File: src/hdl/md5_pkg.sv
// md5 engine package: channel types, block job type, round tables and initial chain values
package md5_pkg;

  localparam int MD5_QUEUE_DEPTH = 2;
  localparam int LEN_CNT_W       = 61;
  localparam int ROUND_W         = 6;

  localparam logic [ROUND_W-1:0] LAST_ROUND     = 6'd63;
  localparam logic [5:0]         LAST_LEN_FIT   = 6'd55;
  localparam logic [5:0]         LAST_BYTE_POS  = 6'd63;
  localparam logic [1:0]         WORD_LAST      = 2'd3;
  localparam logic [7:0]         PAD_MARK       = 8'h80;

  localparam logic [3:0][31:0] MD5_IV = {
    32'h10325476, 32'h98badcfe, 32'hefcdab89, 32'h67452301
  };

  typedef struct packed {
    logic [7:0] data_byte;
    logic       byte_present;
    logic       end_of_message;
  } in_item_t;

  typedef struct packed {
    logic [31:0] digest_word;
    logic [1:0]  word_index;
    logic        last_word;
  } out_item_t;

  typedef struct packed {
    logic [15:0][31:0] words;
    logic              last_blk;
  } blk_job_t;

  function automatic logic [31:0] round_const(input logic [5:0] r);
    logic [31:0] k;
    case (r)
      6'd0:  k = 32'hd76aa478;  6'd1:  k = 32'he8c7b756;
      6'd2:  k = 32'h242070db;  6'd3:  k = 32'hc1bdceee;
      6'd4:  k = 32'hf57c0faf;  6'd5:  k = 32'h4787c62a;
      6'd6:  k = 32'ha8304613;  6'd7:  k = 32'hfd469501;
      6'd8:  k = 32'h698098d8;  6'd9:  k = 32'h8b44f7af;
      6'd10: k = 32'hffff5bb1;  6'd11: k = 32'h895cd7be;
      6'd12: k = 32'h6b901122;  6'd13: k = 32'hfd987193;
      6'd14: k = 32'ha679438e;  6'd15: k = 32'h49b40821;
      6'd16: k = 32'hf61e2562;  6'd17: k = 32'hc040b340;
      6'd18: k = 32'h265e5a51;  6'd19: k = 32'he9b6c7aa;
      6'd20: k = 32'hd62f105d;  6'd21: k = 32'h02441453;
      6'd22: k = 32'hd8a1e681;  6'd23: k = 32'he7d3fbc8;
      6'd24: k = 32'h21e1cde6;  6'd25: k = 32'hc33707d6;
      6'd26: k = 32'hf4d50d87;  6'd27: k = 32'h455a14ed;
      6'd28: k = 32'ha9e3e905;  6'd29: k = 32'hfcefa3f8;
      6'd30: k = 32'h676f02d9;  6'd31: k = 32'h8d2a4c8a;
      6'd32: k = 32'hfffa3942;  6'd33: k = 32'h8771f681;
      6'd34: k = 32'h6d9d6122;  6'd35: k = 32'hfde5380c;
      6'd36: k = 32'ha4beea44;  6'd37: k = 32'h4bdecfa9;
      6'd38: k = 32'hf6bb4b60;  6'd39: k = 32'hbebfbc70;
      6'd40: k = 32'h289b7ec6;  6'd41: k = 32'heaa127fa;
      6'd42: k = 32'hd4ef3085;  6'd43: k = 32'h04881d05;
      6'd44: k = 32'hd9d4d039;  6'd45: k = 32'he6db99e5;
      6'd46: k = 32'h1fa27cf8;  6'd47: k = 32'hc4ac5665;
      6'd48: k = 32'hf4292244;  6'd49: k = 32'h432aff97;
      6'd50: k = 32'hab9423a7;  6'd51: k = 32'hfc93a039;
      6'd52: k = 32'h655b59c3;  6'd53: k = 32'h8f0ccc92;
      6'd54: k = 32'hffeff47d;  6'd55: k = 32'h85845dd1;
      6'd56: k = 32'h6fa87e4f;  6'd57: k = 32'hfe2ce6e0;
      6'd58: k = 32'ha3014314;  6'd59: k = 32'h4e0811a1;
      6'd60: k = 32'hf7537e82;  6'd61: k = 32'hbd3af235;
      6'd62: k = 32'h2ad7d2bb;  6'd63: k = 32'heb86d391;
      default: k = 32'h0;
    endcase
    return k;
  endfunction

  function automatic logic [4:0] rot_amount(input logic [5:0] r);
    logic [4:0] s;
    case ({r[5:4], r[1:0]})
      4'd0:  s = 5'd7;   4'd1:  s = 5'd12;  4'd2:  s = 5'd17;  4'd3:  s = 5'd22;
      4'd4:  s = 5'd5;   4'd5:  s = 5'd9;   4'd6:  s = 5'd14;  4'd7:  s = 5'd20;
      4'd8:  s = 5'd4;   4'd9:  s = 5'd11;  4'd10: s = 5'd16;  4'd11: s = 5'd23;
      4'd12: s = 5'd6;   4'd13: s = 5'd10;  4'd14: s = 5'd15;  4'd15: s = 5'd21;
      default: s = 5'd7;
    endcase
    return s;
  endfunction

  function automatic logic [3:0] msg_index(input logic [5:0] r);
    logic [3:0] lo;
    logic [3:0] g;
    lo = r[3:0];
    case (r[5:4])
      2'd0:    g = lo;
      2'd1:    g = 4'((lo << 2) + lo + 4'd1);
      2'd2:    g = 4'((lo << 1) + lo + 4'd5);
      2'd3:    g = 4'((lo << 3) - lo);
      default: g = lo;
    endcase
    return g;
  endfunction

  function automatic logic [31:0] rotl32(input logic [31:0] x, input logic [4:0] s);
    logic [63:0] t;
    t = {x, x} << s;
    return t[63:32];
  endfunction

endpackage

File: src/hdl/md5_blk_fifo.sv
// md5 block job queue between the byte packer and the round core
module md5_blk_fifo
  import md5_pkg::*;
#(
  parameter int DEPTH = MD5_QUEUE_DEPTH
) (
  input  logic     clk,
  input  logic     rst_n,
  input  logic     push,
  input  blk_job_t push_data,
  output logic     full,
  input  logic     pop,
  output blk_job_t head,
  output logic     empty
);

  localparam int PTR_W = (DEPTH > 1) ? $clog2(DEPTH) : 1;
  localparam int CNT_W = $clog2(DEPTH + 1);
  localparam logic [PTR_W-1:0] PTR_LAST = PTR_W'(DEPTH - 1);
  localparam logic [CNT_W-1:0] CNT_FULL = CNT_W'(DEPTH);

  blk_job_t         mem_r [DEPTH];
  logic [PTR_W-1:0] wr_ptr_r;
  logic [PTR_W-1:0] rd_ptr_r;
  logic [CNT_W-1:0] count_r;

  assign full  = (count_r == CNT_FULL);
  assign empty = (count_r == '0);
  assign head  = mem_r[rd_ptr_r];

  always_ff @(posedge clk) begin
    if (push) begin
      mem_r[wr_ptr_r] <= push_data;
    end
  end

  always_ff @(posedge clk) begin
    if (!rst_n) begin
      wr_ptr_r <= '0;
      rd_ptr_r <= '0;
      count_r  <= '0;
    end else begin
      if (push) begin
        wr_ptr_r <= (wr_ptr_r == PTR_LAST) ? '0 : wr_ptr_r + 1'b1;
      end
      if (pop) begin
        rd_ptr_r <= (rd_ptr_r == PTR_LAST) ? '0 : rd_ptr_r + 1'b1;
      end
      case ({push, pop})
        2'b10:   count_r <= count_r + 1'b1;
        2'b01:   count_r <= count_r - 1'b1;
        default: count_r <= count_r;
      endcase
    end
  end

  assert property (@(posedge clk) disable iff (!rst_n) push |-> !full)
    else $error("block job pushed into a full queue");
  assert property (@(posedge clk) disable iff (!rst_n) pop |-> !empty)
    else $error("block job popped from an empty queue");

endmodule

File: src/hdl/md5_front.sv
// md5 front end: packs request bytes into blocks, pads at message end, queues block jobs
module md5_front
  import md5_pkg::*;
(
  input  logic     clk,
  input  logic     rst_n,
  input  logic     in_valid,
  output logic     in_stall,
  input  in_item_t in_data,
  output logic     q_push,
  output blk_job_t q_data,
  input  logic     q_full
);

  typedef enum logic [1:0] {S_IN, S_PAD, S_LEN} front_state_t;

  front_state_t          state_r;
  logic [15:0][31:0]     buf_r;
  logic [5:0]            pos_r;
  logic [LEN_CNT_W-1:0]  cnt_r;

  logic              accept;
  logic [63:0]       bit_len;
  logic [15:0][31:0] full_words;
  logic [63:0][7:0]  pad_bytes;
  logic [15:0][31:0] pad_words;
  logic [15:0][31:0] len_words;
  logic              len_fits;

  assign in_stall = (state_r != S_IN) || q_full;
  assign accept   = in_valid && !in_stall;
  assign bit_len  = {cnt_r, 3'b000};
  assign len_fits = (pos_r <= LAST_LEN_FIT);

  always_comb begin
    full_words = buf_r;
    full_words[pos_r[5:2]][{pos_r[1:0], 3'b000} +: 8] = in_data.data_byte;
  end

  always_comb begin
    pad_bytes = buf_r;
    for (int i = 0; i < 64; i++) begin
      if (6'(i) == pos_r) begin
        pad_bytes[i] = PAD_MARK;
      end else if (6'(i) > pos_r) begin
        pad_bytes[i] = 8'h00;
      end
    end
    pad_words = pad_bytes;
    if (len_fits) begin
      pad_words[14] = bit_len[31:0];
      pad_words[15] = bit_len[63:32];
    end
    len_words     = '0;
    len_words[14] = bit_len[31:0];
    len_words[15] = bit_len[63:32];
  end

  always_comb begin
    q_push         = 1'b0;
    q_data.words    = pad_words;
    q_data.last_blk = 1'b0;
    case (state_r)
      S_IN: begin
        q_push         = accept && in_data.byte_present && (pos_r == LAST_BYTE_POS);
        q_data.words    = full_words;
        q_data.last_blk = 1'b0;
      end
      S_PAD: begin
        q_push         = !q_full;
        q_data.words    = pad_words;
        q_data.last_blk = len_fits;
      end
      S_LEN: begin
        q_push         = !q_full;
        q_data.words    = len_words;
        q_data.last_blk = 1'b1;
      end
      default: begin
        q_push = 1'b0;
      end
    endcase
  end

  always_ff @(posedge clk) begin
    if (!rst_n) begin
      state_r <= S_IN;
      pos_r   <= '0;
      cnt_r   <= '0;
    end else begin
      case (state_r)
        S_IN: begin
          if (accept) begin
            if (in_data.byte_present) begin
              buf_r[pos_r[5:2]][{pos_r[1:0], 3'b000} +: 8] <= in_data.data_byte;
              pos_r <= pos_r + 1'b1;
              cnt_r <= cnt_r + 1'b1;
            end
            if (in_data.end_of_message) begin
              state_r <= S_PAD;
            end
          end
        end
        S_PAD: begin
          if (!q_full) begin
            if (len_fits) begin
              pos_r   <= '0;
              cnt_r   <= '0;
              state_r <= S_IN;
            end else begin
              state_r <= S_LEN;
            end
          end
        end
        S_LEN: begin
          if (!q_full) begin
            pos_r   <= '0;
            cnt_r   <= '0;
            state_r <= S_IN;
          end
        end
        default: begin
          state_r <= S_IN;
        end
      endcase
    end
  end

endmodule

File: src/hdl/md5_core.sv
// md5 round core: 64 rounds per queued block, chain update and digest word output
module md5_core
  import md5_pkg::*;
(
  input  logic      clk,
  input  logic      rst_n,
  input  blk_job_t  q_head,
  input  logic      q_empty,
  output logic      q_pop,
  output logic      out_valid,
  input  logic      out_stall,
  output out_item_t out_data
);

  typedef enum logic [1:0] {S_IDLE, S_RUN, S_FOLD, S_OUT} core_state_t;

  core_state_t       state_r;
  logic [ROUND_W-1:0] round_r;
  logic [3:0][31:0]  chain_r;
  logic [31:0]       a_r;
  logic [31:0]       b_r;
  logic [31:0]       c_r;
  logic [31:0]       d_r;
  logic [1:0]        idx_r;

  logic [31:0] f_val;
  logic [31:0] sum;
  logic [31:0] b_nxt;

  always_comb begin
    case (round_r[5:4])
      2'd0:    f_val = (b_r & c_r) | (~b_r & d_r);
      2'd1:    f_val = (b_r & d_r) | (c_r & ~d_r);
      2'd2:    f_val = b_r ^ c_r ^ d_r;
      2'd3:    f_val = c_r ^ (b_r | ~d_r);
      default: f_val = '0;
    endcase
    sum   = f_val + a_r + round_const(round_r) + q_head.words[msg_index(round_r)];
    b_nxt = b_r + rotl32(sum, rot_amount(round_r));
  end

  assign q_pop                = (state_r == S_FOLD);
  assign out_valid            = (state_r == S_OUT);
  assign out_data.digest_word = chain_r[idx_r];
  assign out_data.word_index  = idx_r;
  assign out_data.last_word   = (idx_r == WORD_LAST);

  always_ff @(posedge clk) begin
    if (!rst_n) begin
      state_r <= S_IDLE;
      round_r <= '0;
      chain_r <= MD5_IV;
      idx_r   <= '0;
    end else begin
      case (state_r)
        S_IDLE: begin
          if (!q_empty) begin
            a_r     <= chain_r[0];
            b_r     <= chain_r[1];
            c_r     <= chain_r[2];
            d_r     <= chain_r[3];
            round_r <= '0;
            state_r <= S_RUN;
          end
        end
        S_RUN: begin
          a_r     <= d_r;
          d_r     <= c_r;
          c_r     <= b_r;
          b_r     <= b_nxt;
          round_r <= round_r + 1'b1;
          if (round_r == LAST_ROUND) begin
            state_r <= S_FOLD;
          end
        end
        S_FOLD: begin
          chain_r[0] <= chain_r[0] + a_r;
          chain_r[1] <= chain_r[1] + b_r;
          chain_r[2] <= chain_r[2] + c_r;
          chain_r[3] <= chain_r[3] + d_r;
          idx_r      <= '0;
          state_r    <= q_head.last_blk ? S_OUT : S_IDLE;
        end
        S_OUT: begin
          if (!out_stall) begin
            if (idx_r == WORD_LAST) begin
              chain_r <= MD5_IV;
              state_r <= S_IDLE;
            end else begin
              idx_r <= idx_r + 1'b1;
            end
          end
        end
        default: begin
          state_r <= S_IDLE;
        end
      endcase
    end
  end

  assert property (@(posedge clk) disable iff (!rst_n)
      (state_r == S_RUN && round_r == LAST_ROUND) |=> (state_r == S_FOLD && round_r == '0))
    else $error("round counter out of step with the fold");
  assert property (@(posedge clk) disable iff (!rst_n)
      (out_valid && !out_stall && out_data.last_word) |=> (chain_r == MD5_IV && !out_valid))
    else $error("chain not restored after the last digest word");

endmodule

File: src/hdl/md5_digest_engine.sv
// md5 digest engine top level: byte packer, block job queue and round core
//
//   channel | direction | payload    | handshake
//   in_     | request   | in_item_t  | in_valid / in_stall
//   out_    | result    | out_item_t | out_valid / out_stall
//
// one byte request is taken per cycle while no padding is pushed and the block queue has room
// the round core works on each 64-byte block in steps: load, 64 rounds, fold
// message end adds one or two padding blocks, then 4 digest words
// rst_n is synchronous; it clears the queue, the byte count and restores the chain values
// in_stall rises while padding is pushed or the block queue is full; out_stall holds the word
module md5_digest_engine
  import md5_pkg::*;
#(
  parameter int QUEUE_DEPTH = MD5_QUEUE_DEPTH
) (
  input  logic      clk,
  input  logic      rst_n,
  input  logic      in_valid,
  output logic      in_stall,
  input  in_item_t  in_data,
  output logic      out_valid,
  input  logic      out_stall,
  output out_item_t out_data
);

  logic     q_push;
  blk_job_t q_data;
  logic     q_full;
  logic     q_pop;
  blk_job_t q_head;
  logic     q_empty;

  md5_front u_front (
    .clk      (clk),
    .rst_n    (rst_n),
    .in_valid (in_valid),
    .in_stall (in_stall),
    .in_data  (in_data),
    .q_push   (q_push),
    .q_data   (q_data),
    .q_full   (q_full)
  );

  md5_blk_fifo #(
    .DEPTH (QUEUE_DEPTH)
  ) u_fifo (
    .clk       (clk),
    .rst_n     (rst_n),
    .push      (q_push),
    .push_data (q_data),
    .full      (q_full),
    .pop       (q_pop),
    .head      (q_head),
    .empty     (q_empty)
  );

  md5_core u_core (
    .clk       (clk),
    .rst_n     (rst_n),
    .q_head    (q_head),
    .q_empty   (q_empty),
    .q_pop     (q_pop),
    .out_valid (out_valid),
    .out_stall (out_stall),
    .out_data  (out_data)
  );

endmodule
File: config.mk
export PLATFORM = sky130hd
export DESIGN_NAME = md5_digest_engine
export DESIGN_NICKNAME = d
export VERILOG_FILES = /design/src/hdl/md5_pkg.sv /design/src/hdl/md5_blk_fifo.sv /design/src/hdl/md5_front.sv /design/src/hdl/md5_core.sv /design/src/hdl/md5_digest_engine.sv
export SDC_FILE = /design/constraint.sdc
export NUM_CORES = 2
export LEC_CHECK = 0
export BUFFER_PORTS_ARGS = -buffer_cell sky130_fd_sc_hd__buf_2
export CORE_ASPECT_RATIO = 0.6
export CORE_MARGIN = 3
export CORE_UTILIZATION = 45
export CTS_BUF_LIST = sky130_fd_sc_hd__clkbuf_16
export DETAILED_ROUTE_END_ITERATION = 7
export PLACE_DENSITY = 0.64
export SYNTH_ARGS = -nofsm -noshare
export SYNTH_HDL_FRONTEND = slang
export SYNTH_SLANG_ARGS = --single-unit
File: constraint.sdc
create_clock -name clk -period 41.9 [get_ports clk]
set_input_delay 8.38 -clock clk [delete_from_list [all_inputs] [get_ports clk]]
set_output_delay 8.38 -clock clk [all_outputs]
set_load 0.01 [all_outputs]
==> metrics.yaml <==
placed_cells: 11470
cts_buffers: 186
hpwl_um: 224800
layout_common_cells: "edfxtp_1, nand2_1, o21ai_0, a21oi_1, nor2_1"
critPathKind: "reg -> reg"
drtIter0Drc: 11770
ys_warn_count: 0
synth_top_area_frac: 0.4987
cp-start-kind: "flop"
synthCells: 8850
wl_um: 330500
final_cells: 11810
tns_ns: 0
port_buffers: 50
fmax_mhz: 71.57
final-setup-viol-count: 0
worstPathArrival_ns: 14.66
fp.coreArea_sq_mm: 0.2203
avgRoutedWirePerCell_um: 27.98
first_global_vias: 70290
combPwrFrac: 0.330
crit_slowest_cell: "mux4_4"
p_sw_mw: 1.993
cts.clk_slew.worst_paths_ns: 0.08
routed_via_density: 6.421
violations: "capacitance limit, slew limit"
gr-total-overflow: 0
status: "finished with violations"
seqPwrFrac: 0.386
synth.largest_area_cell: "edfxtp_1"
drv_cap: 1
grt_pass1_wl_um: 482000
io_pins: 51
layout-drive-gt1-share: 0.1002
drc_errors: 0
min-delay-path-class: "reg -> reg"
cts_sinks: 1915
pwr-share-clk: 0.284
critPathMaxStageDelay_ns: 0.77
final_core_util: 0.4965
die_w_um: 615.5
drt_pass1_iterations: 8
synth.net_count: 9158
synth_cell_type_count: 94
postCtsSetupBuffers: 0
grt_max_degree: 163
fin_skew_ns: 0.06522
htree_levels: 4
netlist_area_sq_mm: 0.1003
crit_family: "compound AO/OA/AOI/OAI gates"
clk_latency_ns: 0.85
drv_slew: 2
synthArstFlopShare: 0
die_area_sq_mm: 0.2288
synth_area_leaders: "edfxtp_1, mux4_2, nand2_1"
final_nets: 8998
power_per_cell_area_mw_per_mm2: 52.49
fin_crit_ns: 13.97
cp_num_buf_inv: 6
cts_root_buf: "clkbuf_16"
cts_resized: 0
ys.flop_type: "edfxtp_1"
antenna_found_initial: 18
gp_congestion: 1.011
relSlewSlack: -0.1020
min_period_over_period: 0.3335
holdBufCountCts: 0
hold_viol: 0
synth-edff-count: 1666
cts_buffer_depth: 4
grt_use_total: 0.2811
p_int_mw: 3.750
crit_top_cell: "a21oi_1"
total_power_mw: 5.742
swShare: 0.3470
cts_tree: "done"
synth_area_per_cell_sq_um: 11.33
via_count: 75840
die_h_um: 371.7
whs_ns: 0.5148
worst_pin_slew_ns: 1.632
p_leak_nw: 40.58
fp-row-count: 133
cp_max_fo: 37
end_kind: "flop"
ys_seq_area_frac: 0.5484
initial_utilization: 0.4553
postRouteAntennaNets: 0
ir_worst_vdd_mv: 0.05009
synth_seq_cells: 1915
rsz0062_at_grt: "no"
mostFrequentLayoutCell: "edfxtp_1"
layout-area-overhead-vs-synth_pct: 9.048
worstPathRequired_ns: 42.59
-- routing by layer --
| metal | track usage | vias to the layer above | part of all wire |
|---|---|---|---|
| met4 | 0.06475 | 4 | 0.023 |
| met5 | 0.005051 | - | 0.00054 |
| met3 | 0.1082 | 461 | 0.15 |
| met1 | 0.4440 | 37570 | 0.45 |
| met2 | 0.3519 | 4803 | 0.37 |
| li1 | - | 33000 | - |
-- layout make-up --
| cell class | instances | area, sq um |
|---|---|---|
| clock buffer | 188 | 4705 |
| fill | 19400 | 110900 |
| timing repair buffer | 217 | 1654 |
| multi-input combinational | 6091 | 42240 |
| clock inverter | 148 | 992.2 |
| sequential | 1915 | 55030 |
| tap | 2970 | 3716 |
| antenna | 4 | 10.01 |
| inverter | 279 | 1047 |
-- worst paths after layout --
check | from | to | slack (ns) | cells past startpoint
max | u_core.round_r[0] | u_core.b_r[30] | 27.93 | 39
min | u_front.cnt_r[48] | u_front.cnt_r[48] | 0.51 | 2
max reg2reg | u_core.round_r[0] | u_core.b_r[30] | 27.93 | 39
min reg2reg | u_front.cnt_r[48] | u_front.cnt_r[48] | 0.51 | 2
-- synthesized netlist by cell type (47+ instances only) --
cell type	count
edfxtp_1	1666
nand2_1	1649
o21ai_0	897
clkbuf_1	466
a21oi_1	419
nor2_1	415
a22o_1	362
mux4_2	313
inv_1	274
dfxtp_1	249
ha_1	226
nand3_1	134
xor2_1	129
mux2i_1	128
xnor2_1	117
a22oi_1	95
a31oi_1	90
a21o_1	80
nor3_1	80
fa_1	68
buf_1	65
o22ai_1	62
o211ai_1	59
a211oi_1	47
-- registers in the layout, indices dropped and copies added, names as in the netlist, 32 cells and up, named ones only --
signal,flops
u_core.a_r,32
u_core.d_r,32
u_core.chain_r,128
u_front.buf_r,512
u_core.c_r,32
u_fifo.mem_r,1026
u_core.b_r,32
u_front.cnt_r,61
-- stage by stage --
stage                     cell area [sq um]  worst slack (ns)
after floorplan                      100300             10.25
after global placement               103700             28.80
after detailed placement             103700             28.45
after CTS                            109400             28.29
after global routing                 109400             27.50
final                                109400             27.93
-- logic make-up (layout without fill, tap and decap cells) --
family	after synthesis	in the layout	synth area share
buffers and inverters	844	832	0.03216
multiplexers	459	459	0.08510
XOR/XNOR	248	248	0.02180
flip-flops	1915	1915	0.5484
AND/OR/NAND/NOR	2588	2588	0.1085
AO/OA/AOI/OAI	2473	2473	0.1594
other	0	4	0
adder cells (fa/ha/maj)	323	323	0.04465
-- tightest hold or removal path: stages, from the launching register on --
cell     delay (ns)
dfxtp_1        0.33
o21ai_0        0.08
a21oi_1        0.06
-- power groups by stage --
stage | Clock, mW | Sequential, mW | Combinational (mW)
after floorplan | 0 | 2.30 | 1.26
after global placement | 0 | 2.25 | 1.77
after detailed placement | 0 | 2.26 | 1.80
after CTS | 1.65 | 2.22 | 1.81
after global routing | 1.73 | 2.22 | 2.02
final | 1.63 | 2.22 | 1.89
No activity file was read; power rests on OpenSTA's default activity.
